**src/hkrt_pkg.sv**
```systemverilog
`timescale 1ns / 1ps

package hkrt_pkg;

	localparam int unsigned POS_W = 16;
	localparam int unsigned CFG_IDX_W = 3;
	localparam int unsigned RUN_W = 8;

	typedef logic [POS_W-1:0] pos_t;

	localparam logic [POS_W:0] LIFT_DISTANCE = 17'd1000;
	localparam logic [POS_W-1:0] FAST_STEP = 16'd100;
	localparam logic [RUN_W-1:0] DIR_RUN_NEEDED = 8'd2;
	localparam logic [POS_W+1:0] REPRESS_EXTRA = 18'd100;
	localparam logic [RUN_W-1:0] RUN_MAX = 8'hFF;

	typedef enum logic [CFG_IDX_W-1:0] {
		CFG_ACT_POINT        = 3'd0,
		CFG_ACT_TRIGGER      = 3'd1,
		CFG_RESET_POINT      = 3'd2,
		CFG_RESET_TRIGGER    = 3'd3,
		CFG_STROKE_LENGTH    = 3'd4,
		CFG_ACT_HEIGHT       = 3'd5,
		CFG_ACT_POINT_LOW    = 3'd6,
		CFG_RESET_POINT_HIGH = 3'd7
	} cfg_idx_t;

	localparam pos_t RST_ACT_POINT        = 16'd1500;
	localparam pos_t RST_ACT_TRIGGER      = 16'd300;
	localparam pos_t RST_RESET_POINT      = 16'd500;
	localparam pos_t RST_RESET_TRIGGER    = 16'd300;
	localparam pos_t RST_STROKE_LENGTH    = 16'd4000;
	localparam pos_t RST_ACT_HEIGHT       = 16'd3500;
	localparam pos_t RST_ACT_POINT_LOW    = 16'd300;
	localparam pos_t RST_RESET_POINT_HIGH = 16'd300;

	typedef struct packed {
		pos_t act_point;
		pos_t act_trigger;
		pos_t reset_point;
		pos_t reset_trigger;
		pos_t stroke_length;
		pos_t act_height;
		pos_t act_point_low;
		pos_t reset_point_high;
	} hkrt_cfg_t;

	localparam logic [1:0] EV_NONE    = 2'd0;
	localparam logic [1:0] EV_PRESS   = 2'd1;
	localparam logic [1:0] EV_RELEASE = 2'd2;

	localparam logic [1:0] STATUS_RELEASED  = 2'd0;
	localparam logic [1:0] STATUS_PRESSED   = 2'd1;
	localparam logic [1:0] STATUS_REMOVED   = 2'd2;
	localparam logic [1:0] STATUS_CANCELING = 2'd3;

	localparam logic [1:0] DIR_NONE = 2'd0;
	localparam logic [1:0] DIR_DOWN = 2'd1;
	localparam logic [1:0] DIR_UP   = 2'd2;

	typedef enum logic [3:0] {
		ST_RELEASED  = 4'b0001,
		ST_PRESSED   = 4'b0010,
		ST_REMOVED   = 4'b0100,
		ST_CANCELING = 4'b1000
	} key_fsm_t;

	typedef struct packed {
		logic       kind;
		pos_t       position;
		pos_t       offset;
	} hkrt_item_t;

	typedef struct packed {
		logic [1:0] event_res;
		logic [1:0] key_status;
	} hkrt_res_t;

	function automatic logic [1:0] status_code(key_fsm_t s);
		logic [1:0] code;
		case (s)
			ST_RELEASED:  code = STATUS_RELEASED;
			ST_PRESSED:   code = STATUS_PRESSED;
			ST_REMOVED:   code = STATUS_REMOVED;
			ST_CANCELING: code = STATUS_CANCELING;
			default:      code = STATUS_RELEASED;
		endcase
		return code;
	endfunction

endpackage

```
**src/hkrt_if.sv**
```systemverilog
`timescale 1ns / 1ps

interface hkrt_in_if;
	import hkrt_pkg::*;
	logic valid;
	logic ready;
	logic kind;
	pos_t position;
	pos_t offset;

	modport source (output valid, output kind, output position, output offset, input ready);
	modport sink (input valid, input kind, input position, input offset, output ready);
endinterface

interface hkrt_out_if;
	logic       valid;
	logic       ready;
	logic [1:0] event_res;
	logic [1:0] key_status;

	modport source (output valid, output event_res, output key_status, input ready);
	modport sink (input valid, input event_res, input key_status, output ready);
endinterface

```
**src/hall_key_rapid_trigger.sv**
```systemverilog
`timescale 1ns / 1ps

// Rapid-trigger judge for one magnetic key: every input beat is either a position sample or a
// cancel command, and each gives exactly one result beat with the event and the key state after
// it. A beat is registered on entry, judged from that input register against the tracked
// reference and move history, and the result is held in an output register, so one beat per
// cycle is taken unless the output register holds a result that is not yet accepted; that
// back-pressure is the only limit on rate. Thresholds come from eight 16-bit registers on the
// plain write port, written by the user only while the block is idle; the block does not enforce it.
module hall_key_rapid_trigger
	import hkrt_pkg::*;
(
	input  logic                 clk,
	input  logic                 arst_n,
	hkrt_in_if.sink              in_ch,
	hkrt_out_if.source           out_ch,
	input  logic                 cfg_we,
	input  logic [CFG_IDX_W-1:0] cfg_index,
	input  pos_t                 cfg_data
);

	hkrt_cfg_t  cfg;
	hkrt_item_t item_s1;
	logic       valid_s1;
	hkrt_res_t  res;
	hkrt_res_t  res_s2;
	logic       valid_s2;
	logic       advance;

	assign advance      = valid_s1 && (!valid_s2 || out_ch.ready);
	assign in_ch.ready  = !valid_s1 || advance;

	always_ff @(posedge clk or negedge arst_n) begin
		if (!arst_n) begin
			valid_s1 <= 1'b0;
		end else if (in_ch.ready) begin
			valid_s1 <= in_ch.valid;
		end
	end

	always_ff @(posedge clk) begin
		if (in_ch.valid && in_ch.ready) begin
			item_s1.kind     <= in_ch.kind;
			item_s1.position <= in_ch.position;
			item_s1.offset   <= in_ch.offset;
		end
	end

	hkrt_cfg u_cfg (
		.clk       (clk),
		.arst_n    (arst_n),
		.cfg_we    (cfg_we),
		.cfg_index (cfg_index),
		.cfg_data  (cfg_data),
		.cfg       (cfg)
	);

	hkrt_core u_core (
		.clk     (clk),
		.arst_n  (arst_n),
		.advance (advance),
		.item    (item_s1),
		.cfg     (cfg),
		.res     (res)
	);

	always_ff @(posedge clk or negedge arst_n) begin
		if (!arst_n) begin
			valid_s2 <= 1'b0;
		end else if (advance) begin
			valid_s2 <= 1'b1;
		end else if (out_ch.ready) begin
			valid_s2 <= 1'b0;
		end
	end

	always_ff @(posedge clk) begin
		if (advance) begin
			res_s2 <= res;
		end
	end

	assign out_ch.valid      = valid_s2;
	assign out_ch.event_res  = res_s2.event_res;
	assign out_ch.key_status = res_s2.key_status;

endmodule

```
**src/hkrt_cfg.sv**
```systemverilog
`timescale 1ns / 1ps

module hkrt_cfg
	import hkrt_pkg::*;
(
	input  logic                 clk,
	input  logic                 arst_n,
	input  logic                 cfg_we,
	input  logic [CFG_IDX_W-1:0] cfg_index,
	input  pos_t                 cfg_data,
	output hkrt_cfg_t            cfg
);

	hkrt_cfg_t cfg_q;

	always_ff @(posedge clk or negedge arst_n) begin
		if (!arst_n) begin
			cfg_q.act_point        <= RST_ACT_POINT;
			cfg_q.act_trigger      <= RST_ACT_TRIGGER;
			cfg_q.reset_point      <= RST_RESET_POINT;
			cfg_q.reset_trigger    <= RST_RESET_TRIGGER;
			cfg_q.stroke_length    <= RST_STROKE_LENGTH;
			cfg_q.act_height       <= RST_ACT_HEIGHT;
			cfg_q.act_point_low    <= RST_ACT_POINT_LOW;
			cfg_q.reset_point_high <= RST_RESET_POINT_HIGH;
		end else if (cfg_we) begin
			case (cfg_idx_t'(cfg_index))
				CFG_ACT_POINT:        cfg_q.act_point        <= cfg_data;
				CFG_ACT_TRIGGER:      cfg_q.act_trigger      <= cfg_data;
				CFG_RESET_POINT:      cfg_q.reset_point      <= cfg_data;
				CFG_RESET_TRIGGER:    cfg_q.reset_trigger    <= cfg_data;
				CFG_STROKE_LENGTH:    cfg_q.stroke_length    <= cfg_data;
				CFG_ACT_HEIGHT:       cfg_q.act_height       <= cfg_data;
				CFG_ACT_POINT_LOW:    cfg_q.act_point_low    <= cfg_data;
				CFG_RESET_POINT_HIGH: cfg_q.reset_point_high <= cfg_data;
				default: ;
			endcase
		end
	end

	assign cfg = cfg_q;

endmodule

```
**src/hkrt_core.sv**
```systemverilog
`timescale 1ns / 1ps

module hkrt_core
	import hkrt_pkg::*;
(
	input  logic       clk,
	input  logic       arst_n,
	input  logic       advance,
	input  hkrt_item_t item,
	input  hkrt_cfg_t  cfg,
	output hkrt_res_t  res
);

	key_fsm_t         state_q, state_d;
	pos_t             ref_q, ref_d;
	logic             repress_q, repress_d;
	pos_t             prev_q;
	logic             prev_valid_q;
	pos_t             step_d;
	logic [1:0]       dir_q, dir_d;
	logic [RUN_W-1:0] run_q, run_d;
	logic [1:0]       ev;

	pos_t             pos;
	pos_t             off;
	logic [1:0]       d_now;
	logic             filt_down;
	logic             filt_up;
	pos_t             top;
	logic [POS_W:0]   bot;
	logic             z_top;
	logic             z_bot;
	logic [POS_W:0]   press_base;
	logic [POS_W+1:0] th_press;
	logic [POS_W:0]   th_rel;
	logic [POS_W:0]   stroke_lim;
	pos_t             drop;
	pos_t             rise;

	assign pos = item.position;
	assign off = item.offset;

	always_comb begin
		step_d = '0;
		d_now  = DIR_NONE;
		dir_d  = dir_q;
		run_d  = run_q;
		if (!prev_valid_q) begin
			dir_d = DIR_NONE;
			run_d = '0;
		end else begin
			if (pos < prev_q) begin
				step_d = prev_q - pos;
				d_now  = DIR_DOWN;
			end else if (pos > prev_q) begin
				step_d = pos - prev_q;
				d_now  = DIR_UP;
			end
			if (d_now == DIR_NONE) begin
				run_d = '0;
			end else if (dir_q == d_now && run_q != RUN_MAX) begin
				run_d = run_q + RUN_W'(1);
			end else begin
				dir_d = d_now;
				run_d = RUN_W'(1);
			end
		end
	end

	assign filt_down = (step_d > FAST_STEP) || (dir_d == DIR_DOWN && run_d >= DIR_RUN_NEEDED);
	assign filt_up   = (step_d > FAST_STEP) || (dir_d == DIR_UP && run_d >= DIR_RUN_NEEDED);

	assign top   = (cfg.act_height > off) ? cfg.act_height - off : '0;
	assign bot   = {1'b0, cfg.reset_point} + {1'b0, off};
	assign z_top = pos > top;
	assign z_bot = {1'b0, pos} < bot;

	assign press_base = z_top ? ({1'b0, cfg.act_point} + {1'b0, off}) :
		z_bot ? ({1'b0, cfg.act_point_low} + {1'b0, off}) :
		({1'b0, cfg.act_trigger} + {1'b0, off});
	assign th_press = {1'b0, press_base} + (repress_q ? REPRESS_EXTRA : '0);
	assign th_rel = z_top ? ({1'b0, cfg.reset_point_high} + {1'b0, off}) :
		z_bot ? bot : ({1'b0, cfg.reset_trigger} + {1'b0, off});

	assign stroke_lim = {1'b0, cfg.stroke_length} + LIFT_DISTANCE;
	assign drop = ref_q - pos;
	assign rise = pos - ref_q;

	always_comb begin
		state_d   = state_q;
		ref_d     = ref_q;
		repress_d = repress_q;
		ev        = EV_NONE;
		if (item.kind) begin
			if (state_q == ST_PRESSED) begin
				state_d = ST_CANCELING;
			end
		end else begin
			case (state_q)
				ST_CANCELING: begin
					ref_d     = pos;
					repress_d = 1'b1;
					state_d   = ST_RELEASED;
					ev        = EV_RELEASE;
				end
				ST_RELEASED: begin
					if ({1'b0, pos} > stroke_lim) begin
						state_d   = ST_REMOVED;
						ref_d     = cfg.stroke_length;
						repress_d = 1'b0;
					end else if (pos > ref_q) begin
						ref_d = pos;
						if ({1'b0, pos} > bot) begin
							repress_d = 1'b0;
						end
					end else if ({2'b00, drop} > th_press && filt_down) begin
						ref_d     = pos;
						repress_d = 1'b0;
						state_d   = ST_PRESSED;
						ev        = EV_PRESS;
					end
				end
				ST_PRESSED: begin
					if (pos < ref_q) begin
						ref_d = pos;
					end else if ({1'b0, rise} > th_rel && filt_up) begin
						ref_d   = pos;
						state_d = ST_RELEASED;
						ev      = EV_RELEASE;
					end
				end
				default: begin
					if (pos < cfg.stroke_length) begin
						state_d = ST_RELEASED;
					end
				end
			endcase
		end
	end

	always_ff @(posedge clk or negedge arst_n) begin
		if (!arst_n) begin
			state_q      <= ST_RELEASED;
			ref_q        <= '0;
			repress_q    <= 1'b0;
			prev_q       <= '0;
			prev_valid_q <= 1'b0;
			dir_q        <= DIR_NONE;
			run_q        <= '0;
		end else if (advance) begin
			state_q   <= state_d;
			ref_q     <= ref_d;
			repress_q <= repress_d;
			if (!item.kind) begin
				prev_q       <= pos;
				prev_valid_q <= 1'b1;
				dir_q        <= dir_d;
				run_q        <= run_d;
			end
		end
	end

	assign res.event_res  = ev;
	assign res.key_status = status_code(state_d);

`ifndef SYNTH
	a_press_enters_pressed: assert property (@(posedge clk) disable iff (!arst_n)
		advance && ev == EV_PRESS |=> state_q == ST_PRESSED)
		else $error("press beat did not leave the key pressed");

	a_cancel_ignored: assert property (@(posedge clk) disable iff (!arst_n)
		advance && item.kind && state_q != ST_PRESSED |=> $stable(state_q))
		else $error("cancel changed the state of a key that was not pressed");

	a_cancel_forces_release: assert property (@(posedge clk) disable iff (!arst_n)
		advance && !item.kind && state_q == ST_CANCELING |-> ev == EV_RELEASE)
		else $error("sample after cancel did not release");

	a_run_has_dir: assert property (@(posedge clk) disable iff (!arst_n)
		run_q != '0 |-> dir_q != DIR_NONE)
		else $error("run length counted without a direction");

	a_cancel_keeps_motion: assert property (@(posedge clk) disable iff (!arst_n)
		advance && item.kind |=> $stable(prev_q) && $stable(run_q) && $stable(dir_q))
		else $error("cancel touched the move history");
`endif

endmodule
```
**src/flat_wrapper.sv**
```systemverilog
// flat-port wrapper written by rule: the top's interface ports become plain ports
module hall_key_rapid_trigger_flat import hkrt_pkg::*;
  (clk, arst_n, cfg_we, cfg_index, cfg_data, in_ch_valid, in_ch_kind, in_ch_position, in_ch_offset, in_ch_ready, out_ch_valid, out_ch_event_res, out_ch_key_status, out_ch_ready);
  hkrt_in_if in_ch_i ();
  hkrt_out_if out_ch_i ();
  input  logic clk;
  input  logic arst_n;
  input  logic cfg_we;
  input  logic [CFG_IDX_W-1:0] cfg_index;
  input  pos_t cfg_data;
  input wire logic [$bits(in_ch_i.valid)-1:0] in_ch_valid;
  input wire logic [$bits(in_ch_i.kind)-1:0] in_ch_kind;
  input wire logic [$bits(in_ch_i.position)-1:0] in_ch_position;
  input wire logic [$bits(in_ch_i.offset)-1:0] in_ch_offset;
  output wire logic [$bits(in_ch_i.ready)-1:0] in_ch_ready;
  output wire logic [$bits(out_ch_i.valid)-1:0] out_ch_valid;
  output wire logic [$bits(out_ch_i.event_res)-1:0] out_ch_event_res;
  output wire logic [$bits(out_ch_i.key_status)-1:0] out_ch_key_status;
  input wire logic [$bits(out_ch_i.ready)-1:0] out_ch_ready;
  assign in_ch_i.valid = in_ch_valid;
  assign in_ch_i.kind = in_ch_kind;
  assign in_ch_i.position = in_ch_position;
  assign in_ch_i.offset = in_ch_offset;
  assign in_ch_ready = in_ch_i.ready;
  assign out_ch_valid = out_ch_i.valid;
  assign out_ch_event_res = out_ch_i.event_res;
  assign out_ch_key_status = out_ch_i.key_status;
  assign out_ch_i.ready = out_ch_ready;
  hall_key_rapid_trigger u_core (.clk(clk), .arst_n(arst_n), .in_ch(in_ch_i), .out_ch(out_ch_i), .cfg_we(cfg_we), .cfg_index(cfg_index), .cfg_data(cfg_data));
endmodule
```
**config.mk**
```make
export PLATFORM = sky130hd
export DESIGN_NAME = hall_key_rapid_trigger_flat
export DESIGN_NICKNAME = d
export VERILOG_FILES = /design/src/hkrt_pkg.sv /design/src/hkrt_if.sv /design/src/hall_key_rapid_trigger.sv /design/src/hkrt_cfg.sv /design/src/hkrt_core.sv /design/src/flat_wrapper.sv
export SDC_FILE = /design/constraint.sdc
export NUM_CORES = 1
export LEC_CHECK = 0
export BUFFER_PORTS_ARGS = -buffer_cell sky130_fd_sc_hd__buf_2
export CAP_MARGIN = 20
export CORE_AREA = 2 2 208 210
export CTS_CLUSTER_DIAMETER = 200
export DETAILED_ROUTE_END_ITERATION = 8
export DIE_AREA = 0 0 210 212
export PLACE_DENSITY = 0.61
export SETUP_SLACK_MARGIN = 0.4
export SLEW_MARGIN = 30
export SYNTH_ARGS = -nofsm -noshare
export SYNTH_HDL_FRONTEND = slang
export SYNTH_SLANG_ARGS = --single-unit
```
**constraint.sdc**
```tcl
create_clock -name clk -period 24.1 [get_ports clk]
set_clock_uncertainty 0.15 [all_clocks]
set_input_delay 2.41 -clock clk [delete_from_list [all_inputs] [get_ports clk]]
set_output_delay 2.41 -clock clk [all_outputs]
set_load 0.03 [all_outputs]
```
==> results of run 1 <==
worst max-delay path: cells and delay by family, from the launching register on:
kind / cells / cell delay (ns)
compound gates: 22 / 5.49
fa+ha+maj: 6 / 2.04
buf+inv: 2 / 0.65
flops: 1 / 0.58
simple gates: 7 / 1.51
mux: 2 / 0.64
xor+xnor: 2 / 0.31
through the flow:
step	hold WS (ns)	utilization, %
after floorplan	0.307	-
after global placement	0.325	46.3
after CTS	0.348	48.7
after detailed placement	0.332	46.4
final	0.344	48.8
after global routing	0.366	48.8
cell families after synthesis:
family | Yosys count | synth area share, %
fa+ha+maj | 251 | 17.1
simple gates | 509 | 13.5
buf+inv | 201 | 4.19
compound gates | 554 | 19.6
flops | 215 | 29.9
mux | 176 | 10.2
xor+xnor | 118 | 5.51
layer usage:
layer	GRT usage, %	up-vias
li1	-	7505
met1	32.1	7662
met2	44.7	334
met3	2.54	120
met4	10.9	0
met5	0	-
sequential cells by signal, indices dropped and copies added (netlist names):
register / count
u_core.u_core.dir_q: 2
u_core.valid_s1: 1
u_core.item_s1: 33
u_core.u_core.repress_q: 1
u_core.u_core.prev_valid_q: 1
u_core.u_cfg.cfg: 128
u_core.u_core.run_q: 8
u_core.out_ch.valid: 1
u_core.u_core.ref_q: 16
u_core.out_ch.key_status: 2
u_core.u_core.state_q: 4
u_core.u_core.prev_q: 16
u_core.out_ch.event_res: 2
worst max-delay path by stage:
stage / startpoint / endpoint / slack, ns / cells past startpoint
after global placement: u_core.item_s1[1] / u_core.u_core.ref_q[2] / 12.99 / 43
after floorplan: u_core.item_s1[1] / u_core.u_core.ref_q[10] / 14.21 / 45
after detailed placement: u_core.item_s1[1] / u_core.u_core.ref_q[12] / 12.67 / 41
after CTS: u_core.item_s1[1] / u_core.u_core.ref_q[12] / 12.63 / 41
final: u_core.item_s1[1] / u_core.u_core.ref_q[2] / 12.60 / 41
after global routing: u_core.item_s1[1] / u_core.u_core.ref_q[4] / 11.78 / 41
area by class of cell:
class                      instances  area [um^2]
multi-input combinational       1608        12400
inverter                         140          526
tap                              546          683
sequential                       215         5620
fill                            3962        21800
clock inverter                    15          206
timing repair buffer              86          505
clock buffer                      37          776
report_power, final:
group / total (mW) / switching [mW] / leakage [nW] / internal (mW)
logic: 1.70 / 0.994 / 6.38 / 0.706
clock network: 0.446 / 0.175 / 0.467 / 0.271
registers: 0.527 / 0.0649 / 2.44 / 0.462
total: 2.67 / 1.23 / 9.29 / 1.44
synth_stat cells, drive strengths merged (9+ instances only):
master and count:
a211oi 25, a21boi 9, a21o 58, a21oi 132, a31oi 11, and3 13
buf 12, clkbuf 49, dfrtp 135, dfstp 43, edfxtp 37, fa 9
ha 242, inv 140, mux2 121, mux2i 55, nand2 169, nand2b 24
nand3 31, nand4 32, nor2 100, nor2b 26, nor3 43, nor4 10
o211ai 14, o21a 26, o21ai 165, o21bai 19, o31ai 11, or2 10
or3 12, xnor2 78, xor2 40
==> impl_metrics.csv, run 1 <==
group,metric,value,unit
setup_path,start_kind,"register",
setup_path,cp.required,24.43,ns
cts,hold_buffers,0,
route,wl_met2,27700,um
timing,setup_tns,0,ns
placement,post-place-cells,2594,
global_route,grt_pass1_vias,15200,
setup_path,slowest_delay,0.68,ns
floorplan,die_area,44500,um^2
route,first_pass_iters,5,
global_route,antenna_found_initial,0,
synth,synth_cells,2024,
floorplan,row_count,76,
timing,setup_ws,12.60,ns
route,wl_per_cell,21.6,um
setup_path,path_class,"reg -> reg",
synth,synth_area_leaders,"dfrtp_1 (18%), ha_1 (16%), mux2_2 (7.2%), dfstp_2 (6.0%), edfxtp_1 (5.9%)",
synth,synth_top_cell_area_share,18.0,%
setup_path,end_kind,"register",
timing,fmax,87.0,MHz
setup_path,r2r_cells,41,
global_route,gr-total-overflow,0,
setup_path,cp.arrival,11.82,ns
synth,ys_ff_latch,215,
final_layout,final_area,20700,um^2
min_path,min_from,"u_core.valid_s1",
min_path,hp-class,"reg -> reg",
cts,clk_pin_slew,0.06,ns
cts,clockBufferDepth,3,
placement,placed_cell_area,19700,um^2
synth,seq_area_frac_synth,29.9,%
placement,place_congestion,0.962,
cts,htree_levels,1,
synth,async_flop_share,82.8,%
route,vias,15600,
floorplan,start_util,44.1,%
timing,relSlewSlack,37.0,%
min_path,holdPathEnd,"u_core.out_ch.valid",
synth,syn_nets,2332,
setup_path,worst-path-max-fanout,62,
final_layout,drive_above_1_share,16.7,%
final_layout,nets,2387,
cts,cts_resized,0,
placement,dpl.hpwl,44300,um
synth,ys.flop_type,"dfrtp_1",
setup_path,reg2reg_setup_slack,12.60,ns
route,routed_wl,57300,um
floorplan,core-area,42500,um^2
synth,synth.distinct_cells,96,
cts,root_buffer,"clkbuf_16",
route,via_per_inst,5.90,
setup_path,cp_slowest_cell,"o2111ai_4",
global_route,grt_max_degree,76,
final_layout,layout_common_cells,"ha_1 (242), nand2_1 (169), o21ai_0 (158), inv_1 (140), dfrtp_1 (135)",
floorplan,io_pins,63,
power,finalPower,2.67,mW
setup_path,rr_endpoint,"u_core.u_core.ref_q[2]",
cts,cts.sink_count,215,
route,met3_length,2000,um
cts,cts_buffers,28,
route,drt_iter0_drc,1005,
final_layout,finalNonFillerCells,2647,
timing,post-route-period-util,47.7,%
power,p_leak,9.29,nW
outcome,status,"complete, no violations",
timing,drv_slew,0,
timing,fin_crit,11.50,ns
route,routed.top_layer,"met4",
synth,synth_area,18800,um^2
route,postRouteAntennaNets,0,
min_path,hold-path-cell-count,1,
flow_run,max-cap-violations,0,
placement,port_buffers,62,
route,drt-met1-wl,25100,um
timing,setup_violations,0,
floorplan,die_h,212,um
power,power_density,129,nW/um^2
cts,cts_tree,"done",
timing,tightest_slew,0.939,ns
setup_path,timing.rr.start,"u_core.item_s1[1]",
power,ir_drop,0.0000673,V
placement,place_ws,12.67,ns
final_layout,antennaDiodeCount,0,
synth,yosys.area.top_type,"dfrtp_1",
timing,timing.final.hold_violations,0,
global_route,grt_usage,25.5,%
route,drc,0,
final_layout,final_common_cell,"ha_1",
cts,worstSkewPairLatency,0.56,ns
final_layout,areaGrowthSynthToFinish,10.4,%
cts,post_cts_buffers,0,
synth,syn_avg_cell_area,9.27,um^2
timing,rsz0062_at_grt,"false",
synth,synth_edf_count,37,
floorplan,die_w,210,um
global_route,grt_pass1_wl,87300,um
synth,yosys_warnings,0,
Note: power is estimated with default switching activity, not from simulation.
==> run 2: changes to the inputs <==
--- a/config.mk
+++ b/config.mk
@@ -11,7 +11,7 @@
 export CTS_CLUSTER_DIAMETER = 200
 export DETAILED_ROUTE_END_ITERATION = 8
 export DIE_AREA = 0 0 210 212
-export PLACE_DENSITY = 0.61
+export PLACE_DENSITY = 0.64
 export SETUP_SLACK_MARGIN = 0.4
 export SLEW_MARGIN = 30
 export SYNTH_ARGS = -nofsm -noshare
==> constraint.sdc (replaced) <==
create_clock -name clk -period 10.4 [get_ports clk]
set_clock_uncertainty 0.15 [all_clocks]
set_input_delay 1.04 -clock clk [delete_from_list [all_inputs] [get_ports clk]]
set_output_delay 1.04 -clock clk [all_outputs]
set_load 0.03 [all_outputs]
==> impl_metrics.csv, run 2 (synthesis gave the netlist of run 1 again) <==
group,metric,value,unit
placement,dpl.hpwl,43500,um
final_layout,multi_input_area,12500,um^2
route,wl_per_cell,21.1,um
placement,place_congestion,0.951,
power,p_leak,9.37,nW
final_layout,areaGrowthSynthToFinish,11.4,%
setup_path,slowest_delay,0.37,ns
timing,setup_tns,0,ns
power,ir_drop,0.000173,V
placement,post-place-cells,2600,
cts,cts_buffers,26,
route,drc,0,
final_layout,nets,2401,
route,via_per_inst,5.92,
floorplan,io_pins,63,
setup_path,cp_slowest_cell,"dfrtp_1",
global_route,grt_usage,25.2,%
final_layout,final_common_cell,"ha_1",
global_route,met1_usage,32.2,%
floorplan,die_h,212,um
floorplan,die_area,44500,um^2
timing,fmax,106,MHz
timing,fin_crit,9.43,ns
global_route,met2_usage,42.4,%
power,switching_share,45.5,%
global_route,grt_pass1_vias,15400,
min_path,hp-class,"in -> async",
cts,clk_pin_slew,0.06,ns
timing,drv_slew,0,
timing,timing.final.hold_violations,0,
power,share_comb_of_total_power,64.7,%
route,drt_iter0_drc,1052,
final_layout,layout_common_cells,"ha_1 (241), nand2_1 (169), o21ai_0 (155), inv_1 (140), dfrtp_1 (135)",
floorplan,core-area,42500,um^2
final_layout,fillCellCount,3985,
flow_run,max-cap-violations,0,
global_route,antenna_found_initial,1,
cts,htree_levels,1,
placement,port_buffers,62,
power,power_density,296,nW/um^2
floorplan,die_w,210,um
setup_path,worst-path-max-fanout,8,
setup_path,cp_num_buf_inv,4,
timing,tightest_slew,0.851,ns
outcome,status,"complete, no violations",
global_route,grt_use_met3,3.80,%
power,p_seq_share,19.7,%
final_layout,drive_above_1_share,17.9,%
final_layout,largest_reg_flops,128,
setup_path,crit_top_cell,"a21o_1",
timing,post-route-period-util,90.7,%
route,vias,15800,
cts,clockBufferDepth,3,
setup_path,cp.arrival,9.75,ns
power,p_int,3.37,mW
setup_path,end_kind,"register",
floorplan,start_util,44.1,%
timing,setup_violations,0,
route,postRouteAntennaNets,0,
setup_path,path_class,"reg -> reg",
final_layout,antennaDiodeCount,0,
power,finalPower,6.19,mW
setup_path,cpLargestDelayFamily,"compound AO/OA/AOI/OAI gates",
route,first_pass_iters,6,
setup_path,start_kind,"register",
route,routed_wl,56200,um
final_layout,finalNonFillerCells,2659,
global_route,gr-total-overflow,0,
global_route,grt-busiest-layer,"met2",
power,clock_power_share,15.6,%
cts,cts.sink_count,215,
timing,relSlewSlack,42.8,%
cts,root_buffer,"clkbuf_16",
global_route,grt_pass1_wl,86900,um
global_route,grt_max_degree,71,
cts,worstSkewPairLatency,0.55,ns
power,switching_power,2.81,mW
final_layout,seqCellArea,5620,um^2
cts,cts_tree,"done",
setup_path,cp.required,10.72,ns
timing,rsz0062_at_grt,"false",
final_layout,finalCoreUtilization,49.2,%
floorplan,row_count,76,
timing,hold_ws,0.264,ns
run 2: changes by cell type in the layout (fill, tap and decap cells not counted), moves of 2 or more:
cell,previous run,this run
a21oi_1,128,126
a21oi_2,4,6
buf_2,63,61
buf_4,19,34
buf_6,3,5
clkinvlp_4,4,1
fa_1,9,7
fa_2,0,2
nor3_2,3,5
o21ai_0,158,155
o21ai_2,2,4
o41ai_1,3,1
o41ai_2,2,4
run 2: worst register-to-register path: cells and delay by family (launching register included):
family | cells | cell delay [ns]
multiplexers | 2 | 0.55
buffers and inverters | 4 | 0.49
adder cells (fa/ha/maj) | 7 | 1.93
AO/OA/AOI/OAI | 27 | 5.26
AND/OR/NAND/NOR | 4 | 0.27
XOR/XNOR | 2 | 0.30
flip-flops | 1 | 0.37
run 2: cell type report:
type | count | area share [%]
well taps | 546 | 3.27
repair buffers | 102 | 3.17
inverters | 140 | 2.51
clock buffers | 36 | 3.54
multi-input cells | 1608 | 59.8
clock inverters | 12 | 0.826
flip-flops and latches | 215 | 26.9
run 2: power groups by stage:
| stage | Sequential, mW | Clock [mW] | Combinational [mW] |
|---|---|---|---|
| after CTS | 1.22 | 0.991 | 3.88 |
| final | 1.22 | 0.966 | 4.00 |
| after detailed placement | 1.23 | 0 | 3.83 |
| after floorplan | 1.18 | 0 | 2.91 |
| after global routing | 1.24 | 1.02 | 4.46 |
| after global placement | 1.22 | 0 | 3.73 |
run 2: final timing paths:
check / start / to / slack [ns] / depth (start not counted)
setup / recovery: u_core.u_cfg.cfg[32] / u_core.u_core.ref_q[12] / 0.97 / 46
hold / removal: arst_n / u_core.u_core.prev_q[1] / 0.26 / 1
setup reg to reg: u_core.u_cfg.cfg[32] / u_core.u_core.ref_q[12] / 0.97 / 46
hold reg to reg: u_core.valid_s1 / u_core.out_ch.valid / 0.34 / 1
max in group asynchronous: arst_n / u_core.u_cfg.cfg[70] / 7.99 / 3
min in group clk: u_core.valid_s1 / u_core.out_ch.valid / 0.34 / 1
run 2: repair_timing:
item	in CTS	in global routing
gates resized for setup	7	20
hold endpoints to repair	0	0
endpoints found under the setup margin	22	22
gates cloned	0	1
pin swaps	1	17
buffers inserted	1	6
hold buffers	0	0
run 2: per-stage QoR:
step,area (um^2),worst slack (ns)
6_report,20900,0.972
5_1_grt,20900,0.404
4_1_cts,20700,0.405
3_5_place_dp,19800,-0.0857
3_3_place_gp,19800,0.101
2_1_floorplan,18800,0.510
run 2: per-layer routing:
layer	up-vias	share of wire, %
li1	7543	-
met1	7574	43
met2	500	47
met3	133	5.9
met4	0	4.5
met5	-	0
